<file path="src/sv/csi_pkg.sv">
// Shared types, register codes and the step table, indexed by subdivision count, for the spline interpolator.
package csi_pkg;

	localparam int TAU_W = 17;
	localparam int SUB_W = 6;
	localparam int T_W   = 16;
	localparam logic [TAU_W-1:0] TAU_ONE = 17'd65536;

	typedef enum logic [1:0] {
		REG_TENSION  = 2'd0,
		REG_SUBDIV   = 2'd1,
		REG_EXTEND   = 2'd2
	} reg_idx_t;

	typedef enum logic [2:0] {
		S_IDLE,
		S_DIFF,
		S_COEF,
		S_RUN,
		S_WAIT
	} state_t;

	typedef struct packed {
		logic start;
		logic issue;
	} tctl_t;

	typedef struct packed {
		logic lor;
		logic eoc;
	} ptag_t;

	typedef struct packed {
		logic [T_W-1:0] tq;
		logic [T_W-1:0] t2;
		logic [T_W-1:0] t3;
	} tvals_t;

	// 2^16 / s split into quotient and remainder, s = 1..63
	typedef struct packed {
		logic [16:0]      q;
		logic [SUB_W-1:0] r;
	} rcp_t;

	typedef rcp_t [63:0] rcp_tab_t;

	// restoring long division of 2^16 by each s
	function automatic rcp_tab_t rcp_build();
		rcp_tab_t       tab;
		logic [16:0]    num;
		logic [SUB_W:0] acc;
		tab[0] = '0;
		num = 17'h10000;
		for (int k = 1; k < 64; k++) begin
			acc = '0;
			for (int b = 16; b >= 0; b--) begin
				acc = {acc[SUB_W-1:0], num[b]};
				tab[k].q[b] = (acc >= 7'(k));
				if (tab[k].q[b]) acc = acc - 7'(k);
			end
			tab[k].r = acc[SUB_W-1:0];
		end
		return tab;
	endfunction

	localparam rcp_tab_t RCP = rcp_build();

endpackage

</file>
<file path="src/sv/csi_merge.sv">
// Merge stage: joins the three lane results and tags into the output register.
module csi_merge #(
	parameter int CW = 32
) (
	input  logic                 clk,
	input  logic                 arst_n,
	input  logic                 v_s3,
	input  csi_pkg::ptag_t       tag_s3,
	input  logic signed [CW-1:0] res [3],
	input  logic                 out_ready,
	output logic                 adv,
	output logic                 busy,
	output logic                 out_valid,
	output logic signed [CW-1:0] out_x,
	output logic signed [CW-1:0] out_y,
	output logic signed [CW-1:0] out_z,
	output logic                 last_of_run,
	output logic                 end_of_curve
);
	import csi_pkg::*;

	logic  v_s4;
	ptag_t tag_s4;

	assign adv  = !out_valid || out_ready;
	assign busy = v_s4;

	always_ff @(posedge clk or negedge arst_n) begin
		if (!arst_n) begin
			v_s4      <= 1'b0;
			out_valid <= 1'b0;
		end else if (adv) begin
			v_s4      <= v_s3;
			out_valid <= v_s4;
		end
	end

	always_ff @(posedge clk) begin
		if (adv) begin
			tag_s4 <= tag_s3;
			if (v_s4) begin
				out_x        <= res[0];
				out_y        <= res[1];
				out_z        <= res[2];
				last_of_run  <= tag_s4.lor;
				end_of_curve <= tag_s4.eoc;
			end
		end
	end

endmodule
</file>
<file path="config.mk">
export PLATFORM = sky130hd
export DESIGN_NAME = csi_merge
export DESIGN_NICKNAME = d
export VERILOG_FILES = /design/src/sv/csi_pkg.sv /design/src/sv/csi_merge.sv
export SDC_FILE = /design/constraint.sdc
export NUM_CORES = 1
export LEC_CHECK = 0
export BUFFER_PORTS_ARGS = -buffer_cell sky130_fd_sc_hd__buf_4
export CORE_MARGIN = 2
export CORE_UTILIZATION = 35
export CTS_CLUSTER_DIAMETER = 60
export DETAILED_ROUTE_END_ITERATION = 12
export MAX_ROUTING_LAYER = met4
export PLACE_DENSITY = 0.69
export SYNTH_ARGS = -nofsm -noshare
export SYNTH_HDL_FRONTEND = slang
export SYNTH_SLANG_ARGS = --single-unit
</file>
<file path="constraint.sdc">
create_clock -name clk -period 3.2 [get_ports clk]
set_clock_uncertainty 0.15 [all_clocks]
set_input_delay 0.32 -clock clk [delete_from_list [all_inputs] [get_ports clk]]
set_output_delay 0.32 -clock clk [all_outputs]
set_load 0.02 [all_outputs]
</file>
==> reports/qor.txt <==
max cap viols - 0
setup_tns - 0 ns
antenna fix cells - 0
crit-path max cell delay - 0.45 ns
drt pass-1 iters - 4
crit-path leading delay family - simple AND/OR/NAND/NOR gates
# IOs - 203
GP Congestion - 0.8077
cell count after synthesis - 106
routed len/inst - 15.85 um
DR vias/cell - 4.188
DR vias - 2228
pre-CTS setup slack - 1.288 ns
CP max-delay cell - and2_4
DRT antenna net count - 0
data required time of the worst path - 3.07 ns
number of fill cells - 548
final hold vios - 0
most common cell in the netlist - edfxtp_1
share of the synthesized area in the top cell type - 0.9697
Cell Chain, Critical Path - nand2b_4 > and2_4 > buf_12
P&R area growth vs syn - 91.96%
postcts setup bufs - 0
static leakage - 2.485 nW
gr ovfl total - 0
Hold Buf Count CTS - 99
Worst setup EP type - flip-flop
Final Max Slew Viols - 0
post-route insts no fill - 532
Syn Area/Cell - 29.21 um2
Die Y - 98.06 um
Setup WS post-layout - 1.312 ns
Clock Tree Buf Depth - 2
share of cells above drive strength 1 - 0.5212
number of flops mapped to enable cells by yosys - 100
Starting Density - 0.3586
H-tree Lvls - 3
Peak VDD IR - 0.3381 mV
Synth Cell Area - 0.003097 mm2
CP bufs+invs - 1
CP Max Fanout - 64
Unique masters post-synth - 6
Crit Path Class - flip-flop to flip-flop
Skew-Pair Late Insertion Delay - 0.36 ns
global-route wire length before repair - 12.45 mm
crit path launch type - flip-flop
Worst-path clk slew - 0.11 ns
Sinks on Clock Net - 102
Synth area leaders - edfxtp_1 97%, dfrtp_1 1.6%, mux2_4 0.48%
predominant post-synthesis flop cell - edfxtp_1
final count of negative-setup-slack endpoints - 0
RSZ-0062 raised after global routing - false
row cnt - 34
Die ar. - 0.009616 mm2
Worst Tran Pin Value - 0.4725 ns
dpl hpwl - 5.545 mm
Core ar. - 0.008636 mm2
placed cell count - 417
Period minus WS final - 1.888 ns
Hold/Removal Path Class - input pin to flip-flop
PortBufs - 202
Finished Core Util - 0.6884
initial antenna violation count - 0
crit path DAT - 1.76 ns
post-CTS resize count - 0
die width - 98.06 um
register area share after synthesis - 0.9859
Post-Syn Nets - 208
Root Buffer - clkbuf_8
drt drc - 0
flops & latches, synth - 102
fmax - 529.8 MHz
Global Route Usage Sum - 0.1793
final period utilization - 0.5899
CTS tree - done
yosys warns - 0
Post-layout nets - 521
final wirelength - 8.432 mm
vias in the first global route - 2441
final hold slack - 0.05304 ns
PwrDens - 503.7 mW/mm2
largest net degree at the start of global routing - 65
Synth top cells by count - 100 x edfxtp_1, 2 x dfrtp_1
DRT iter0 DRCs - 63
Async SR Flop Fraction - 0.01961
Rel. slew slack - 0.6850
status - finished, final reports clean
biggest area consumer among synthesized cells - edfxtp_1
CTS buffer count - 9
cell families (layout without fill, tap and decap cells):
| logic type | after synthesis | count (layout) | synth area share |
|---|---|---|---|
| and+or+nand+nor | 3 | 3 | 0.009294 |
| muxes | 1 | 1 | 0.004847 |
| buffers and inverters | 0 | 318 | 0 |
| DFF | 102 | 102 | 0.9859 |
stage by stage:
stage	total power, mW	cell area [um2]
after detailed placement	2.184	4770
after global placement	2.170	4770
after floorplan	1.889	3097
after CTS	3.023	5944
final	2.994	5944
after global routing	3.119	5944
routing by layer:
layer  wire length (um)  global-route usage  up-vias
met5                  0                   -        -
met4                244             0.06944        0
met3                573             0.05154       19
met2               4595              0.3219      123
met1               3019              0.1845     1032
li1                   -                   -     1054
power breakdown:
group / internal, mW / switching (mW)
Sequential: 1.62 / 0.0359
Combinational: 0.301 / 0.295
Clock: 0.298 / 0.446
cell type report:
cell class / count / area, um2 / share of cell area
clock buffer: 10 / 127.6 / 0.02147
timing repair buffer: 302 / 2527 / 0.4252
multi-input combinational: 4 / 45.04 / 0.007577
clock inverter: 6 / 56.30 / 0.009472
tap: 108 / 135.1 / 0.02273
sequential: 102 / 3053 / 0.5136
placed cells by master, fill, tap and decap left out:
cell type	Yosys	layout
buf_4	0	202
edfxtp_1	100	100
dlygate4sd3_1	0	99
clkbuf_8	0	9
clkinv_4	0	3
dfrtp_1	2	2
inv_8	0	2
nand2b_4	1	1
or2b_1	1	1
mux2_4	1	1
and2_4	0	1
clkbuf_1	0	1
clkinvlp_4	0	1
buf_12	0	1
state kept, by name (all words and copies together) (netlist names):
signal,cells
out_y,32
last_of_run,1
out_x,32
busy,1
out_valid,1
out_z,32
end_of_curve,1
tag_s4,2
path summary, 6_finish.rpt:
check | startpoint | to | slack, ns | cells after the start
min in group asynchronous | arst_n | busy$_DFFE_PN0P_ | 0.15 | 2
worst max-delay path | out_valid$_DFFE_PN0P_ | out_z[31]$_DFFE_PP_ | 1.31 | 3
worst min register to register | tag_s4[1]$_DFFE_PP_ | last_of_run$_DFFE_PP_ | 0.28 | 0
worst max register to register | out_valid$_DFFE_PN0P_ | out_z[31]$_DFFE_PP_ | 1.31 | 3
worst min-delay path | v_s3 | busy$_DFFE_PN0P_ | 0.05 | 2
max in group asynchronous | arst_n | out_valid$_DFFE_PN0P_ | 2.67 | 2
Note: power is estimated with default switching activity, not from simulation.
