File: src/sv/csi_pkg.sv
// Shared types, register codes and the step table, indexed by subdivision count, for the spline interpolator.
package csi_pkg;

	localparam int TAU_W = 17;
	localparam int SUB_W = 6;
	localparam int T_W   = 16;
	localparam logic [TAU_W-1:0] TAU_ONE = 17'd65536;

	typedef enum logic [1:0] {
		REG_TENSION  = 2'd0,
		REG_SUBDIV   = 2'd1,
		REG_EXTEND   = 2'd2
	} reg_idx_t;

	typedef enum logic [2:0] {
		S_IDLE,
		S_DIFF,
		S_COEF,
		S_RUN,
		S_WAIT
	} state_t;

	typedef struct packed {
		logic start;
		logic issue;
	} tctl_t;

	typedef struct packed {
		logic lor;
		logic eoc;
	} ptag_t;

	typedef struct packed {
		logic [T_W-1:0] tq;
		logic [T_W-1:0] t2;
		logic [T_W-1:0] t3;
	} tvals_t;

	// 2^16 / s split into quotient and remainder, s = 1..63
	typedef struct packed {
		logic [16:0]      q;
		logic [SUB_W-1:0] r;
	} rcp_t;

	typedef rcp_t [63:0] rcp_tab_t;

	// restoring long division of 2^16 by each s
	function automatic rcp_tab_t rcp_build();
		rcp_tab_t       tab;
		logic [16:0]    num;
		logic [SUB_W:0] acc;
		tab[0] = '0;
		num = 17'h10000;
		for (int k = 1; k < 64; k++) begin
			acc = '0;
			for (int b = 16; b >= 0; b--) begin
				acc = {acc[SUB_W-1:0], num[b]};
				tab[k].q[b] = (acc >= 7'(k));
				if (tab[k].q[b]) acc = acc - 7'(k);
			end
			tab[k].r = acc[SUB_W-1:0];
		end
		return tab;
	endfunction

	localparam rcp_tab_t RCP = rcp_build();

endpackage

File: src/sv/csi_tgen.sv
// Segment parameter generator: steps t = i/s and pipelines t^2 and t^3.
module csi_tgen (
	input  logic                          clk,
	input  logic                          arst_n,
	input  logic                          adv,
	input  csi_pkg::tctl_t                ctl,
	input  logic [csi_pkg::SUB_W-1:0]     sub_eff,
	input  csi_pkg::ptag_t                tag,
	output csi_pkg::tvals_t               t_s3,
	output logic                          v_s3,
	output csi_pkg::ptag_t                tag_s3,
	output logic                          last_issue,
	output logic                          busy
);
	import csi_pkg::*;

	logic [SUB_W-1:0] i_q;
	logic [16:0]      tq_q;
	logic [SUB_W-1:0] rem_q;
	rcp_t             rcp;
	logic [SUB_W:0]   rem_sum;
	logic             carry;

	logic             v_s1, v_s2;
	ptag_t            tag_s1, tag_s2;
	logic [T_W-1:0]   tq_s1, tq_s2, t2_s2;
	logic [2*T_W-1:0] sq, cu;

	assign rcp        = RCP[sub_eff];
	assign rem_sum    = {1'b0, rem_q} + {1'b0, rcp.r};
	assign carry      = rem_sum >= {1'b0, sub_eff};
	assign last_issue = i_q == sub_eff - 6'd1;
	assign busy       = v_s1 | v_s2 | v_s3;

	assign sq = tq_s1 * tq_s1 + 32'd32768;
	assign cu = t2_s2 * tq_s2 + 32'd32768;

	always_ff @(posedge clk or negedge arst_n) begin
		if (!arst_n) begin
			i_q   <= '0;
			tq_q  <= '0;
			rem_q <= '0;
		end else if (ctl.start) begin
			i_q   <= '0;
			tq_q  <= '0;
			rem_q <= '0;
		end else if (ctl.issue) begin
			i_q   <= i_q + 6'd1;
			tq_q  <= tq_q + rcp.q + {16'd0, carry};
			rem_q <= carry ? SUB_W'(rem_sum - {1'b0, sub_eff}) : rem_sum[SUB_W-1:0];
		end
	end

	always_ff @(posedge clk or negedge arst_n) begin
		if (!arst_n) begin
			v_s1 <= 1'b0;
			v_s2 <= 1'b0;
			v_s3 <= 1'b0;
		end else if (adv) begin
			v_s1 <= ctl.issue;
			v_s2 <= v_s1;
			v_s3 <= v_s2;
		end
	end

	always_ff @(posedge clk) begin
		if (adv) begin
			tq_s1     <= tq_q[T_W-1:0];
			tag_s1    <= tag;
			tq_s2     <= tq_s1;
			t2_s2     <= sq[2*T_W-1:T_W];
			tag_s2    <= tag_s1;
			t_s3.tq   <= tq_s2;
			t_s3.t2   <= t2_s2;
			t_s3.t3   <= cu[2*T_W-1:T_W];
			tag_s3    <= tag_s2;
		end
	end

endmodule

File: config.mk
export PLATFORM = sky130hd
export DESIGN_NAME = csi_tgen
export DESIGN_NICKNAME = d
export VERILOG_FILES = /design/src/sv/csi_pkg.sv /design/src/sv/csi_tgen.sv
export SDC_FILE = /design/constraint.sdc
export NUM_CORES = 1
export LEC_CHECK = 0
export BUFFER_PORTS_ARGS = -buffer_cell sky130_fd_sc_hd__clkbuf_2
export CAP_MARGIN = 0
export CORE_MARGIN = 4
export CORE_UTILIZATION = 50
export DETAILED_ROUTE_END_ITERATION = 10
export PLACE_DENSITY = 0.75
export RECOVER_POWER = 25
export SYNTH_ARGS = -nofsm -noshare
export SYNTH_HDL_FRONTEND = slang
export SYNTH_SLANG_ARGS = --single-unit
export TNS_END_PERCENT = 30
File: constraint.sdc
create_clock -name clk -period 9.4 [get_ports clk]
set_clock_uncertainty 0.2 [all_clocks]
set_input_delay 1.88 -clock clk [delete_from_list [all_inputs] [get_ports clk]]
set_output_delay 1.88 -clock clk [all_outputs]
set_load 0.02 [all_outputs]
==> results.md <==
* # fillers at roughly 3800
* Cells after synthesis at approximately 2300
* Post-synth ARST share at a little under a quarter
* N_diodes at 0
* Root Buffer: clkbuf_16
* Top_reg_cell synth: edfxtp_1
* DR pass1 iterations at 5
* First-pass GRT wire length at between 80 and 90 mm
* Vias per cell at approximately 5.5
* Worst-Skew Late Latency at about 0.46 ns
* Critical Path Start Type: input port
* Clk sink count at ~130
* Drt total wl at around 53 mm
* Post-Place Cells at between 2000 and 3000
* Total track usage at 23.1%
* Final hold vios at 0
* RePlAce Congestion at roughly 0.9
* Core footprint at between 40000 and 50000 um2
* Final non-filler cell total at about 3000
* Bufs on Longest Clock Path at 2
* Reg-to-Reg End: t_s3[9]
* Initial DRC count at 974
* Status: finished with violations
* Die width at 219 um
* Max-slew violations at 32
* Total CTS buffers at 17
* Worst r2r path cells at 22
* WP data arrival at 8.60 ns
* PostCTS Resize Cnt at 0
* Critical path endpoint: tq_q[14]
* Reg-to-reg startpoint: t2_s2[7]
* Worst Setup SP: sub_eff[1]
* Critical path required time at 9.59 ns
* RSZ-0062 raised after global routing: no
* FF+latch count, synth at between 100 and 150
* Final #Nets at roughly 3000
* Rel. slew slack at -23.1%
* Wire per inst at roughly 18 um
* Die Area at 47800 um2
* Fraction of layout cells with a size suffix above 1 at around 5.2%
* Worst-path clk slew at roughly 0.06 ns
* Post-synth EDFFs at just over 100
* # setup viols final at 0
* Library cells used by synthesis at 70
* Max H-tree Level at 4
* Synth warn at 0
* Crit path time final at about 8.4 ns
* Largest net degree at the start of global routing at 55
* Syn Nets at 2976
* Max-cap violations at 1
* IO buf count at 65
* Starting Density at 51.1%
* Failing checks: max-capacitance violations, max-slew violations
* Reg2Reg Setup Slack at slightly below 2 ns
* Fin crit share at about nine tenths
* Least-Margin Pin Slew at 1.85 ns
* Final ANT Viol Nets at 0
* Sequential area share after synthesis at ~17%
* Area growth, synth to finish at 6.46%
* Die Y at ~220 um
* Detail Placement HPWL at roughly 41 mm
* Fmax at approximately 0.12 GHz
* CTS tree: built
* Initial antenna violation count at 0
* Grt ovf at 0
* Average cell area after synthesis at about 9.5 um2
* Post CTS Setup Buffer Count at 0
* Post-CTS Hold Fix Bufs at 0
* Crit Path Category: in2reg
* Via total after detailed routing at around 16000
* Critical Path Fanout Max at 10
* Worst Hold Depth at 0
* DRC at 0
* Post-Syn Area at between 20000 and 25000 um2
* Num ports at 66
* Vias in the first global route at about 17000
* Sum Neg Setup Slack at 0 ns
* Row count at 76
* Endpoint class of the critical path: flop
* Worst Hold Class: reg2reg
layout by cell type, fill, tap and decap left out, types with 4 or more instances in the layout:
master / Yosys / layout
a211oi_1: 18 / 18
a21o_1: 30 / 30
o21ai_0: 46 / 46
xnor2_1: 43 / 43
buf_4: 0 / 15
nor2b_1: 12 / 12
xor2_1: 24 / 24
clkbuf_1: 82 / 10
nand4_1: 8 / 8
or2_2: 4 / 4
ha_1: 265 / 265
mux2i_1: 13 / 13
nand2_1: 265 / 265
clkbuf_16: 0 / 17
a311oi_1: 7 / 7
mux4_2: 4 / 4
dfrtp_1: 31 / 31
nand3_1: 28 / 28
nor3_1: 17 / 17
fa_1: 359 / 359
o211ai_1: 6 / 6
a31oi_1: 22 / 22
edfxtp_1: 102 / 102
and2_1: 176 / 176
nor2_1: 91 / 91
o311a_1: 5 / 5
a21oi_1: 84 / 84
nand2b_1: 5 / 5
o311ai_0: 4 / 4
clkbuf_2: 0 / 63
mux2_2: 4 / 4
inv_1: 499 / 499
a21boi_0: 5 / 5
nor4_1: 6 / 6
and3_1: 11 / 11
metrics by stage:
step           utilization [%]  setup WS (ns)  area, um2  hold WS [ns]
6_report                  54.4          0.986      23600         0.218
5_1_grt                   54.4          0.337      23600         0.223
4_1_cts                   54.4          0.989      23700         0.220
3_5_place_dp              53.1          0.543      23100         0.206
3_3_place_gp              53.1          0.652      23100         0.201
2_1_floorplan                -           1.19      22200         0.200
sequential cells by signal, indices dropped and copies added (netlist names), 6 cells and up:
| signal | count |
|---|---|
| tq_q | 16 |
| i_q | 6 |
| tq_s2 | 16 |
| t2_s2 | 16 |
| tq_s1 | 16 |
| rem_q | 6 |
| t_s3 | 48 |
worst max-delay path, stage by stage:
cell and delay [ns]:
clkbuf_2 0.09, inv_1 0.29, ha_1 0.44, nand2_1 0.23
o21ai_0 0.22, nand2_1 0.07, a221oi_1 0.29, ha_1 0.27
fa_1 0.48, ha_1 0.31, nor2b_1 0.13, o21ai_0 0.21
a21boi_0 0.15, o21ai_0 0.23, a21boi_0 0.27, nor2_1 0.24
inv_1 0.09, fa_1 0.44, fa_1 0.45, a21o_1 0.17
a21oi_1 0.23, o21ai_0 0.11, a21oi_1 0.28, o21ai_0 0.23
a41o_1 0.30, a2111o_1 0.40, nand3_1 0.07
worst min-delay path by stage:
stage / start / endpoint / slack [ns]
global route: tag_s1[1] / tag_s2[1] / 0.22
detailed placement: tag_s2[0] / tag_s3[0] / 0.21
finish: tag_s1[1] / tag_s2[1] / 0.22
floorplan: tag_s1[0] / tag_s2[0] / 0.20
global placement: tag_s2[0] / tag_s3[0] / 0.20
CTS: tag_s2[0] / tag_s3[0] / 0.22
metal layers:
metal / part of all wire [%] / global-route usage, % / vias up
met5: 0 / 0 / -
met4: 4.0 / 9.52 / 0
met3: 5.8 / 3.89 / 156
met2: 49 / 39.8 / 555
met1: 41 / 29.1 / 8039
li1: - / - / 7397
area by class of cell:
cell class	instances	area, um2	area share [%]
clock buffers	20	437	1.85
clock inverters	12	155	0.656
flip-flops and latches	133	3840	16.2
repair buffers	85	454	1.92
well taps	585	732	3.10
inverters	499	1870	7.92
multi-input cells	1616	16100	68.3
Yosys cell counts, types with 7 or more instances:
library cell / instances / area, um2
a211oi_1: 18 / 135
a21o_1: 30 / 225
a21oi_1: 84 / 420
a311oi_1: 7 / 61.3
a31oi_1: 22 / 138
and2_1: 176 / 1100
and3_1: 11 / 68.8
buf_1: 8 / 30.0
clkbuf_1: 82 / 308
dfrtp_1: 31 / 776
edfxtp_1: 102 / 3060
fa_1: 359 / 7190
ha_1: 265 / 3320
inv_1: 499 / 1870
mux2i_1: 13 / 130
nand2_1: 265 / 995
nand3_1: 28 / 140
nand4_1: 8 / 50.1
nor2_1: 91 / 342
nor2b_1: 12 / 75.1
nor3_1: 17 / 85.1
o21ai_0: 46 / 230
xnor2_1: 43 / 377
xor2_1: 24 / 210
logic make-up (layout without fill, tap and decap cells):
kind of cell | count (synthesis) | count (layout) | synth area share, %
AND/OR/NAND/NOR | 638 | 638 | 13.8
adder cells (fa/ha/maj) | 624 | 624 | 47.3
buffers and inverters | 590 | 616 | 9.98
AO/OA/AOI/OAI | 265 | 265 | 7.71
flip-flops | 133 | 133 | 17.3
XOR/XNOR | 67 | 67 | 2.64
multiplexers | 22 | 22 | 1.25
Power is left out: the tool's default activity adds up to more than one toggle a clock period on the data nets, which glitch-free logic cannot reach.
